`config.mk`:
```
export PLATFORM = sky130hd
export DESIGN_NAME = prime_factorization_unit
export DESIGN_NICKNAME = d
export VERILOG_FILES = /design/src/rtl/pf_pkg.sv /design/src/rtl/pf_div.sv /design/src/rtl/prime_factorization_unit.sv
export SDC_FILE = /design/constraint.sdc
export NUM_CORES = 1
export LEC_CHECK = 0
export BUFFER_PORTS_ARGS = -buffer_cell sky130_fd_sc_hd__buf_2
export CORE_MARGIN = 5
export CORE_UTILIZATION = 55
export CTS_CLUSTER_SIZE = 16
export DETAILED_ROUTE_END_ITERATION = 6
export PLACE_DENSITY = 0.86
export SLEW_MARGIN = 40
export SYNTH_ARGS = -nofsm -noshare
export SYNTH_HDL_FRONTEND = slang
export SYNTH_HIERARCHICAL = 1
export SYNTH_SLANG_ARGS = --single-unit
```
`constraint.sdc`:
```
create_clock -name clk -period 12.1 [get_ports clk]
set_input_delay 0 -clock clk [delete_from_list [all_inputs] [get_ports clk]]
set_output_delay 0 -clock clk [all_outputs]
set_load 0.005 [all_outputs]
```
`src/rtl/pf_pkg.sv`:
```
// ----------------------------------------------------------------------------
// pf_pkg: shared types for the prime factorization unit
// Result width and the status bundle of the shared divider.
// ----------------------------------------------------------------------------
package pf_pkg;

	// Width of one emitted factor
	localparam int unsigned FACTOR_W = 32;

	// Status of the iterative divider, seen by the sequencer
	typedef struct packed {
		logic busy;
		logic done;
	} div_stat_t;

endpackage

```
`src/rtl/pf_div.sv`:
```
// ----------------------------------------------------------------------------
// pf_div: iterative restoring divider
// One quotient bit per cycle; gives quotient and remainder of dividend/divisor.
// ----------------------------------------------------------------------------
module pf_div #(
	parameter int unsigned VALUE_BITS = 32,
	parameter int unsigned DIV_BITS   = 17
) (
	input  logic                  clk,
	input  logic                  arst_n,
	input  logic                  start,
	input  logic [VALUE_BITS-1:0] dividend,
	input  logic [DIV_BITS-1:0]   divisor,
	output logic [VALUE_BITS-1:0] quotient,
	output logic [DIV_BITS-1:0]   remainder,
	output pf_pkg::div_stat_t     stat
);

	localparam int unsigned CW = $clog2(VALUE_BITS);

	logic [VALUE_BITS-1:0] quo_q;
	logic [DIV_BITS-1:0]   rem_q;
	logic [CW-1:0]         cnt_q;
	logic                  busy_q;
	logic                  done_q;

	logic [DIV_BITS:0]     shifted;
	logic [DIV_BITS+1:0]   diff;
	logic                  ge;

	// One restoring step: shift in the next dividend bit, try to subtract
	assign shifted = {rem_q, quo_q[VALUE_BITS-1]};
	assign diff    = {1'b0, shifted} - {2'b00, divisor};
	assign ge      = ~diff[DIV_BITS+1];

	// Control: bit counter and busy/done
	always_ff @(posedge clk or negedge arst_n) begin
		if (!arst_n) begin
			busy_q <= 1'b0;
			done_q <= 1'b0;
			cnt_q  <= '0;
		end else begin
			done_q <= 1'b0;
			if (start) begin
				busy_q <= 1'b1;
				cnt_q  <= CW'(VALUE_BITS - 1);
			end else if (busy_q) begin
				if (cnt_q == '0) begin
					busy_q <= 1'b0;
					done_q <= 1'b1;
				end else begin
					cnt_q <= cnt_q - CW'(1);
				end
			end
		end
	end

	// Datapath: partial remainder and quotient shift register
	always_ff @(posedge clk) begin
		if (start) begin
			quo_q <= dividend;
			rem_q <= '0;
		end else if (busy_q) begin
			quo_q <= {quo_q[VALUE_BITS-2:0], ge};
			rem_q <= ge ? diff[DIV_BITS-1:0] : shifted[DIV_BITS-1:0];
		end
	end

	assign quotient  = quo_q;
	assign remainder = rem_q;
	assign stat.busy = busy_q;
	assign stat.done = done_q;

	// Checks
	a_done_not_busy: assert property (@(posedge clk) disable iff (!arst_n)
		done_q |-> !busy_q)
		else $error("pf_div: done while busy");

	a_last_step_done: assert property (@(posedge clk) disable iff (!arst_n)
		(busy_q && cnt_q == '0 && !start) |=> done_q)
		else $error("pf_div: final step did not signal done");

	a_rem_below_div: assert property (@(posedge clk) disable iff (!arst_n)
		done_q |-> (rem_q < divisor))
		else $error("pf_div: remainder not below divisor");

endmodule

```
`src/rtl/prime_factorization_unit.sv`:
```
// ----------------------------------------------------------------------------
// prime_factorization_unit: trial division prime factorization
// Emits the prime factors of each request in ascending order, one per result.
// ----------------------------------------------------------------------------
// Each trial division runs in the shared radix-2 divider (one quotient bit
// per cycle); a request needs one division per divisor tried plus one per
// factor found, so up to about 2^(VALUE_BITS/2-1) divisions for a large
// prime. One request is worked at a time; in_ready is high only when idle.
// After asynchronous reset the unit is idle, ready, and holds no result.
module prime_factorization_unit #(
	parameter int unsigned VALUE_BITS = 32
) (
	input  logic                        clk,
	input  logic                        arst_n,
	input  logic                        in_valid,
	output logic                        in_ready,
	input  logic [VALUE_BITS-1:0]       value,
	output logic                        out_valid,
	input  logic                        out_ready,
	output logic [pf_pkg::FACTOR_W-1:0] factor,
	output logic                        last
);

	// Divisors never exceed about sqrt(2^VALUE_BITS) + 2
	localparam int unsigned DW = VALUE_BITS / 2 + 1;

	typedef enum logic [3:0] {
		S_IDLE = 4'b0001,
		S_DIV  = 4'b0010,
		S_EVAL = 4'b0100,
		S_FIN  = 4'b1000
	} state_t;

	state_t                      state_q, state_d;
	logic [VALUE_BITS-1:0]       x_q, x_d;
	logic [DW-1:0]               d_q, d_d;
	logic                        inner_q, inner_d;
	logic [DW-1:0]               pend_q, pend_d;
	logic                        pend_v_q, pend_v_d;
	logic                        out_valid_q;
	logic [pf_pkg::FACTOR_W-1:0] factor_q;
	logic                        last_q;

	logic                        push;
	logic [pf_pkg::FACTOR_W-1:0] push_factor;
	logic                        push_last;
	logic                        out_free;
	logic                        x_is_one;

	logic                        div_start;
	logic [VALUE_BITS-1:0]       div_dividend;
	logic [VALUE_BITS-1:0]       div_quo;
	logic [DW-1:0]               div_rem;
	pf_pkg::div_stat_t           div_stat;

	// Shared divider: quotient and remainder of x by the current divisor
	pf_div #(
		.VALUE_BITS(VALUE_BITS),
		.DIV_BITS  (DW)
	) u_div (
		.clk      (clk),
		.arst_n   (arst_n),
		.start    (div_start),
		.dividend (div_dividend),
		.divisor  (d_q),
		.quotient (div_quo),
		.remainder(div_rem),
		.stat     (div_stat)
	);

	assign out_free = !out_valid_q || out_ready;
	assign x_is_one = (x_q == VALUE_BITS'(1));
	assign in_ready = (state_q == S_IDLE);

	// Sequencer. The newest factor is held back as pending until the next one
	// (or the end of the request) shows whether it is the last.
	always_comb begin
		state_d      = state_q;
		x_d          = x_q;
		d_d          = d_q;
		inner_d      = inner_q;
		pend_d       = pend_q;
		pend_v_d     = pend_v_q;
		push         = 1'b0;
		push_factor  = pf_pkg::FACTOR_W'(pend_q);
		push_last    = 1'b0;
		div_start    = 1'b0;
		div_dividend = x_q;
		unique case (state_q)
			S_IDLE: begin
				if (in_valid) begin
					x_d          = value;
					d_d          = DW'(2);
					inner_d      = 1'b0;
					pend_v_d     = 1'b0;
					div_start    = 1'b1;
					div_dividend = value;
					state_d      = S_DIV;
				end
			end
			S_DIV: begin
				if (div_stat.done) begin
					state_d = S_EVAL;
				end
			end
			S_EVAL: begin
				priority if (!inner_q && (div_quo < VALUE_BITS'(d_q))) begin
					// divisor squared exceeds what is left
					state_d = S_FIN;
				end else if (div_rem == '0) begin
					// divisor divides: record it, keep dividing by it
					if (!pend_v_q || out_free) begin
						push         = pend_v_q;
						pend_d       = d_q;
						pend_v_d     = 1'b1;
						x_d          = div_quo;
						inner_d      = 1'b1;
						div_start    = 1'b1;
						div_dividend = div_quo;
						state_d      = S_DIV;
					end
				end else begin
					// next candidate: 2, then odd numbers
					d_d       = (d_q == DW'(2)) ? DW'(3) : d_q + DW'(2);
					inner_d   = 1'b0;
					div_start = 1'b1;
					state_d   = S_DIV;
				end
			end
			S_FIN: begin
				if (out_free) begin
					if (pend_v_q) begin
						push      = 1'b1;
						push_last = x_is_one;
						pend_v_d  = 1'b0;
						if (x_is_one) begin
							state_d = S_IDLE;
						end
					end else begin
						// leftover cofactor above one (or zero) is the last factor
						push        = !x_is_one;
						push_factor = pf_pkg::FACTOR_W'(x_q);
						push_last   = 1'b1;
						state_d     = S_IDLE;
					end
				end
			end
			default: begin
				state_d = S_IDLE;
			end
		endcase
	end

	// Control registers
	always_ff @(posedge clk or negedge arst_n) begin
		if (!arst_n) begin
			state_q     <= S_IDLE;
			pend_v_q    <= 1'b0;
			inner_q     <= 1'b0;
			out_valid_q <= 1'b0;
		end else begin
			state_q  <= state_d;
			pend_v_q <= pend_v_d;
			inner_q  <= inner_d;
			if (push) begin
				out_valid_q <= 1'b1;
			end else if (out_ready) begin
				out_valid_q <= 1'b0;
			end
		end
	end

	// Working values and result register
	always_ff @(posedge clk) begin
		x_q    <= x_d;
		d_q    <= d_d;
		pend_q <= pend_d;
		if (push) begin
			factor_q <= push_factor;
			last_q   <= push_last;
		end
	end

	assign out_valid = out_valid_q;
	assign factor    = factor_q;
	assign last      = last_q;

	// Checks
	a_idle_no_pending: assert property (@(posedge clk) disable iff (!arst_n)
		(state_q == S_IDLE) |-> !pend_v_q)
		else $error("pf: pending factor left over at end of request");

	a_divisor_form: assert property (@(posedge clk) disable iff (!arst_n)
		(state_q == S_EVAL) |-> (d_q[0] || d_q == DW'(2)))
		else $error("pf: divisor neither two nor odd");

	a_start_when_free: assert property (@(posedge clk) disable iff (!arst_n)
		div_start |-> !div_stat.busy)
		else $error("pf: divider started while busy");

	a_push_has_room: assert property (@(posedge clk) disable iff (!arst_n)
		push |-> out_free)
		else $error("pf: result overwritten before taken");

endmodule
```
* Yosys cells after proc, flatten, opt, wreduce, memory -nomap -nowiden
Index checks and enable logic that the tools add are counted.
** Storage, ports and cells
- Memories kept :: 0
- Input bits :: 36
- Bits in latches :: 0
- Output and inout bits :: 35
- ROM bits :: 0
- Bits in registers :: 162
- Logic and storage cells :: 118
- Bits in writable memories :: 0
** Operators by class
- Equal/unequal tests :: 17
- $lt $le $gt $ge :: 1
- Add/sub/neg operators :: 3
- Mux-type cells :: 57
- Shift-type cells :: 0
- Bitwise operators :: 4
- Multiply operators :: 0
- Reduce and logical (&&, ||, !) cells :: 21
- Divide/modulo/power cells :: 0
** Operators by type and width (number)
- $mux W32 :: 6
- $mux W17 :: 8
- $pmux W32 S2 :: 1
- $pmux W17 S2 :: 1
- $eq A32 B1 Y1 const B :: 1
- $lt A32 B17 Y1 :: 1
- $mux W4 :: 8
- $mux W1 :: 25
- $sub A18 B17 Y19 :: 1
- $add A17 B2 Y17 const B :: 1
- $eq A17 B2 Y1 const B :: 1
- $logic_not A17 Y1 :: 1
- $pmux W4 S4 :: 1
- $mux W5 :: 3
- $ne A2 B2 Y1 const B :: 7
- $reduce_and A4 Y1 :: 3
- $ne A3 B3 Y1 const B :: 2
- $pmux W1 S2 :: 3
- $reduce_and A6 Y1 :: 1
- $reduce_bool A2 Y1 :: 3
- $logic_not A5 Y1 :: 1
- $reduce_and A5 Y1 :: 1
- $sub A5 B1 Y5 const B :: 1
- $eq A4 B1 Y1 const B :: 1
- other kinds (13) :: 21

* Logic depth before layout (Yosys ltp)
Gate-level depths: netlist of run 1.
- Word-level depth :: 9
- Depth in mapped cells :: 15
- Gate-level depth less buffers :: 14

* Cells and area by module
Netlist of run 1, hierarchy kept.
** Modules (own cells, without submodules)
- prime_factorization_unit :: area each 5069.9 um^2, seq. area each 2829.0 um^2, instances 1, cells each 417
- pf_div :: area each 3347.0 um^2, seq. area each 1476.4 um^2, instances 1, cells each 318

* Worst setup path after synthesis of run 1
Ideal clock, no wire load.
- Path type :: register to register
- Start point :: register d_q[13]
- End point :: register factor_q (netlist bit factor[0]), enable pin
- Arrival time :: 4.350 ns
- Path buffers :: 0
- Clock period less this slack :: 4.815 ns
- Setup time :: 0.464 ns
- Stages on the path, launching flop included :: 10
- Setup slack :: 7.285 ns
- Cell sequence :: edfxtp_1 > inv_1 > ha_1 > nand4_2 > nor3_2 > or4b_1 > nand3_2 > a211oi_4 > o31a_1 > nor3_1
** Between the ends
- Word-level cells in the longest chain between the ends :: 4
** Ends and longest elaborated chain
- start, declared :: line prime_factorization_unit.sv:36 : logic [DW-1:0] d_q, d_d;
- start signal, assigned :: line prime_factorization_unit.sv:176 : d_q <= d_d;
- $lt A32 B17 Y1 :: line prime_factorization_unit.sv:107 : priority if (!inner_q && (div_quo < VALUE_BITS'(d_q))) begin
- $logic_and A1 B1 Y1 :: line prime_factorization_unit.sv:107
- $mux W1 :: line prime_factorization_unit.sv:107
- $pmux W1 S2 :: line prime_factorization_unit.sv:89 : unique case (state_q)
- net push :: line prime_factorization_unit.sv:44 : logic push;
- end signal, assigned :: line prime_factorization_unit.sv:179 : factor_q <= push_factor;
- end, declared :: line prime_factorization_unit.sv:41 : logic [pf_pkg::FACTOR_W-1:0] factor_q;
The timed path passes the listed nets, and every way through them passes these cells.
A chain may end at the register's enable or synchronous reset.

* Worst setup path in the final report of run 1
- Start point :: register d_q[13]
- End point :: register u_div.cnt_q[4]
** Between the ends
- Word-level cells in the longest chain between the ends :: 6
- Elaborated cells on any way between the ends :: 8
** Ends and longest elaborated chain
- $lt A32 B17 Y1 * :: line prime_factorization_unit.sv:107
- $logic_and A1 B1 Y1 * :: line prime_factorization_unit.sv:107
- $mux W1 * :: line prime_factorization_unit.sv:107
- $pmux W1 S2 * :: line prime_factorization_unit.sv:89
- net div_start :: line prime_factorization_unit.sv:50 : logic div_start;
- $ne A2 B2 Y1 (no line) or $reduce_bool A2 Y1 (tied branches)
- $reduce_and A2 Y1 (no line)
- end signal, assigned :: line pf_div.sv:46 : cnt_q <= CW'(VALUE_BITS - 1);
- end signal, assigned :: line pf_div.sv:52 : cnt_q <= cnt_q - CW'(1);
- end, declared :: line pf_div.sv:23 : logic [CW-1:0] cnt_q;
Mark *: on every way through the listed nets, which the timed path passes. The rest lies on a longest branch.

==> results.ini, run 1 <==
[clock_tree]
cts_tree = built
clockBufferDepth = 2
clockRootBuffer = clkbuf_16
clock_sinks = 162
clkTransAtPathRegs_ns = 0.07
clk_latency_ns = 0.43
cts_setup_buffers = 0
cts_buffers = 17
h-tree-depth = 4

[final_layout]
layout-drive-gt1-share_pct = 25.4
postLayoutCoreUtil_pct = 64.7
multi_input_area_um2 = 3770
fill_cells = 1045
final-seq-area_um2 = 4310
diodes = 0
finish.net_count = 904
stdcell_area_um2 = 9760
syn2layout_area_growth_pct = 16.1

[detailed_routing]
ant_nets = 0
drt-vias-per-instance = 6.11
first_pass_iters = 5
avgRoutedWirePerCell_um = 19.7
vias = 6302
drt-total-wl_um = 20300
drc_errors = 0
drtIter0Drc = 615

[timing]
grt_setup_unrepaired = false
setup_viol_count_final = 0
setup_tns_ns = 0
worstMarginPinSlew_ns = 0.725
final-hold-violation-count = 0
slew_violations = 0
slew_headroom_pct = 51.7
skew_ns = 0.0109
period_needed_ns = 3.80
min_period_over_period_pct = 31.4
fmax_mhz = 263

[grt]
grt_first_pass_wirelength_um = 32600
overflow = 0
grt_pass1_vias = 6117
grt_max_degree = 51
antenna_found_initial = 0
global_route.usage.total_pct = 22.8

[pwr]
power_mw = 2.31
ir_drop_uv = 105
p_per_area_nw_per_um2 = 237
leakage_nw = 4.00

[worst_setup_path]
worstPathMaxFanout = 50
cp-start-kind = flop
cp.arrival_ns = 4.11
end_kind = flop
critPathRequiredTime_ns = 12.41
critPathKind = flop to flop

[floorplanning]
num_io_pins = 71
rows = 45
start_util_pct = 55.7
die_x_um = 134
die_h_um = 134
die_area_um2 = 17900
core-area_um2 = 15100

[placement]
io_buffers = 70
dp_hpwl_um = 13700
gp_congestion = 0.874
post_dp_cell_area_um2 = 8910

[min_path]
hold_class = primary input to async pin

[logic_synthesis]
syn-cell-area_um2 = 8410
synth_fp_nets = 807
synth_area_per_cell_um2 = 11.5
yosysWarnings = 6
synthCells = 734

[job]
drv_cap = 0

[outcome]
outcome = finished, final reports clean

[registers in the layout, summed over array words and instances (netlist names)]
register	flops
d_q	17
u_div/quotient	32
pend_v_q	1
last	1
out_valid	1
u_div/cnt_q	5
factor	32
state_q	4
pend_q	17
u_div/done_q	1
x_q	32
u_div/remainder	17
u_div/busy_q	1
inner_q	1
[layout make-up]
class                      count  area share (%)
sequential                   162            44.1
multi-input combinational    496            38.6
inverter                      45            1.73
timing repair buffer         109            7.43
clock buffer                  18            4.61
clock inverter                14            1.06
tap                          188            2.41
[where the power goes]
part	internal [mW]	switching [mW]	total (mW)
Sequential	0.775	0.178	0.954
Clock	0.277	0.226	0.503
Combinational	0.402	0.451	0.854
[worst max-delay path: stages, from the launching register on]
cell,delay [ns]
edfxtp_1,0.48
inv_1,0.13
ha_1,0.34
nand4_2,0.14
nor3_2,0.22
or4b_1,0.46
nand3_2,0.14
a211o_4,0.17
nand2_1,0.12
o21ai_4,0.18
buf_4,0.54
a21o_1,0.26
nand2_1,0.11
nor3_1,0.18
xnor2_1,0.14
nand2b_1,0.07
[placed cells by master, fill, tap and decap left out, types with 7 or more instances in the layout]
| master | instances |
|---|---|
| edfxtp_1 | 99 |
| buf_2 | 70 |
| nor2_1 | 49 |
| mux2_2 | 49 |
| dfxtp_1 | 49 |
| inv_1 | 45 |
| ha_1 | 36 |
| nand2_1 | 35 |
| a221o_1 | 30 |
| dlygate4sd3_1 | 30 |
| and3_2 | 28 |
| a21oi_1 | 23 |
| xnor2_1 | 22 |
| o21ai_0 | 21 |
| clkbuf_16 | 18 |
| nor4_1 | 16 |
| nand3_1 | 16 |
| and2_1 | 16 |
| nor3_1 | 13 |
| dfrtp_1 | 13 |
| nand2b_1 | 12 |
| nand4_1 | 10 |
| a21o_1 | 8 |
| buf_4 | 8 |
| a211oi_1 | 7 |
| mux2i_1 | 7 |
[per-layer routing]
metal	wire length (um)	GRT usage, %	vias to the layer above	part of all wire (%)
met4	517	8.69	0	2.5
li1	-	-	2960	-
met1	8590	30.1	3029	42
met5	0	0	-	0
met2	9920	37.6	267	49
met3	1270	4.08	46	6.3
[final timing paths]
check	start	to	slack, ns	cells after the start
worst min-delay path	arst_n	out_valid	0.006	2
max in group asynchronous	arst_n	state_q[0]	11.81	2
min in group clk	value[16]	x_q[16]	0.01	3
worst max register to register	d_q[13]	u_div/cnt_q[4]	8.30	15
worst min register to register	u_div/done_q	state_q[2]	0.48	1
worst max-delay path	d_q[13]	u_div/cnt_q[4]	8.30	15
[timing repair]
item,in CTS,in global routing
setup endpoints to repair,0,0
resized for setup,0,0
hold buffers,30,0
hold endpoints to repair,43,0
[stage by stage]
step	worst slack (ns)	instances	hold slack (ns)
final	8.30	1032	0.00593
after global routing	8.03	1032	0.00789
after CTS	8.34	1032	0.00170
after detailed placement	8.38	970	-0.0877
after global placement	8.51	969	-0.0930
after floorplan	7.29	734	-0.296
Power figures use the tool's default switching activity.
==> run 2: changes to the inputs <==
--- a/config.mk
+++ b/config.mk
@@ -7,10 +7,10 @@
 export LEC_CHECK = 0
 export BUFFER_PORTS_ARGS = -buffer_cell sky130_fd_sc_hd__buf_2
 export CORE_MARGIN = 5
-export CORE_UTILIZATION = 55
+export CORE_UTILIZATION = 54
 export CTS_CLUSTER_SIZE = 16
 export DETAILED_ROUTE_END_ITERATION = 6
-export PLACE_DENSITY = 0.86
+export PLACE_DENSITY = 0.88
 export SLEW_MARGIN = 40
 export SYNTH_ARGS = -nofsm -noshare
 export SYNTH_HDL_FRONTEND = slang
==> constraint.sdc (replaced) <==
create_clock -name clk -period 3.25 [get_ports clk]
set_input_delay 0 -clock clk [delete_from_list [all_inputs] [get_ports clk]]
set_output_delay 0 -clock clk [all_outputs]
set_load 0.005 [all_outputs]
==> results.ini, run 2 (same netlist as run 1, synthesis figures left out) <==
[detailed_routing]
vias = 6835  ; +8.5%
first_pass_iters = 5  ; unchanged
ant_nets = 0  ; unchanged
drc_errors = 0  ; unchanged
drtIter0Drc = 712  ; +16%
avgRoutedWirePerCell_um = 22.1  ; +12%
drt-vias-per-instance = 6.29  ; +3.0%
drt-total-wl_um = 24000  ; +18%

[min_path]
hold_class = primary input to async pin

[placement]
io_buffers = 70  ; unchanged
gp_congestion = 0.871  ; -0.30%
post_dp_cell_area_um2 = 9190  ; +3.2%
dp_hpwl_um = 15000  ; +9.1%

[final_layout]
syn2layout_area_growth_pct = 21.3
layout_commonest_cell = edfxtp_1
finish.net_count = 936  ; +3.5%
layout-drive-gt1-share_pct = 28.8  ; +3.4 points
layout_common_cells = edfxtp_1 (99), buf_2 (70), mux2_2 (49), dfxtp_1 (49), nor2_1 (48)
diodes = 0  ; unchanged
stdcell_area_um2 = 10200  ; +4.5%
postLayoutCoreUtil_pct = 66.9  ; +2.2 points

[worst_setup_path]
critPathKind = flop to flop
critPathRequiredTime_ns = 3.43  ; -8.98 ns
cp.arrival_ns = 3.41  ; -0.70 ns
worstPathMaxFanout = 30  ; -40%
end_kind = flop
cp-start-kind = flop

[floorplanning]
die_area_um2 = 18200  ; +1.7%
num_io_pins = 71  ; unchanged
die_x_um = 135  ; +0.85%
rows = 45  ; unchanged
core-area_um2 = 15300  ; +1.1%
start_util_pct = 55.1  ; -0.62 points
die_h_um = 135  ; +0.85%

[timing]
setup_tns_ns = 0  ; unchanged
final-hold-violation-count = 0  ; unchanged
skew_ns = 0.0173  ; +0.00645 ns
fmax_mhz = 310  ; +18%
slew_violations = 0  ; unchanged
worstMarginPinSlew_ns = 0.777  ; +0.0517 ns
period_needed_ns = 3.23  ; -0.570 ns
slew_headroom_pct = 48.2  ; -3.4 points
min_period_over_period_pct = 99.4  ; +68 points
setup_viol_count_final = 0  ; unchanged

[clock_tree]
clockBufferDepth = 2  ; unchanged
clk_latency_ns = 0.45  ; +0.02 ns
clockRootBuffer = clkbuf_16
cts_tree = built
h-tree-depth = 4  ; unchanged
clkTransAtPathRegs_ns = 0.07  ; about the same
clock_sinks = 162  ; unchanged
cts_buffers = 17  ; unchanged

[pwr]
ir_drop_uv = 490  ; +370%
leakage_nw = 4.21  ; +5.1%
pwr-share-comb_pct = 39.4  ; +2.4 points
intPower_mw = 5.59  ; +280%
p_per_area_nw_per_um2 = 898  ; +280%
swShare_pct = 38.9  ; +1.9 points
p_clk_share_pct = 22.0  ; +0.2 points
p_seq_share_pct = 38.6  ; -2.7 points
p_sw_mw = 3.57  ; +320%

[grt]
global_route.usage.total_pct = 25.0  ; +2.2 points
antenna_found_initial = 0  ; unchanged
grt_first_pass_wirelength_um = 35600  ; +9.1%
overflow = 0  ; unchanged
grt_pass1_vias = 6675  ; +9.1%
grt_max_degree = 41  ; -20%

[job]
drv_cap = 0  ; unchanged

[outcome]
outcome = finished, final reports clean

[run 2: cell types whose count changed in the layout (fill, tap and decap cells not counted), sizes merged]
| cell | change |
|---|---|
| clkinv | -2 |
| inv | +2 |
| buf | +31 |
| clkinvlp | +1 |
[run 2: through the flow]
step	power (mW)	worst slack [ns]	hold slack (ns)	cells
after global routing	9.59	-0.0745	0.0248	1087
after detailed placement	6.80	0.0507	-0.0905	1017
after global placement	6.64	0.0990	-0.0945	1017
after floorplan	5.87	0.00161	-0.296	734
after CTS	8.85	0.00821	0.0134	1079
final	9.16	0.0200	0.0165	1087
[run 2: area by class of cell]
class	count	area, um^2
clock buffer	17	425
clock inverter	15	166
fill	1011	5060
inverter	45	173
multi-input combinational	496	3820
sequential	162	4310
tap	211	264
timing repair buffer	141	1050
[run 2: path summary, 6_finish.rpt]
check / cells after the start / endpoint / slack (ns) / startpoint
worst max register to register: 11 / u_div/quotient[9] / 0.02 / d_q[11]
worst min register to register: 1 / state_q[2] / 0.49 / u_div/done_q
worst min-delay path: 2 / state_q[0] / 0.02 / arst_n
min in group clk: 3 / x_q[25] / 0.02 / value[25]
max in group asynchronous: 3 / u_div/cnt_q[4] / 2.22 / arst_n
worst max-delay path: 11 / u_div/quotient[9] / 0.02 / d_q[11]
[run 2: worst max-delay path, cell delays in order, from the launching register on]
cell and delay, ns:
edfxtp_1 0.40, inv_1 0.12, ha_1 0.33, nand2_1 0.12, nor3_4 0.21, or4b_1 0.47
nand3_2 0.13, a211o_4 0.18, a41oi_4 0.12, buf_12 0.20, a221o_1 0.41, mux2_2 0.29
[run 2: metal layers]
metal  track usage [%]  wire length, um
met5                 0               13
met4              9.22              741
met3              5.89             2240
met2              42.9            12100
met1              30.8             8960
[run 2: power groups by stage]
stage	logic (mW)	registers, mW	clock network (mW)
after floorplan	2.59	3.28	0
after global placement	3.18	3.46	0
after detailed placement	3.30	3.50	0
after CTS	3.38	3.48	1.99
after global routing	3.91	3.57	2.11
final	3.61	3.53	2.02
[run 2: timing repair]
action / in CTS / in global routing
hold buffers: 30 / 0
setup buffers: 0 / 7
setup endpoints to repair: 0 / 75
endpoints found under the hold margin: 42 / 0
gates resized for setup: 0 / 4
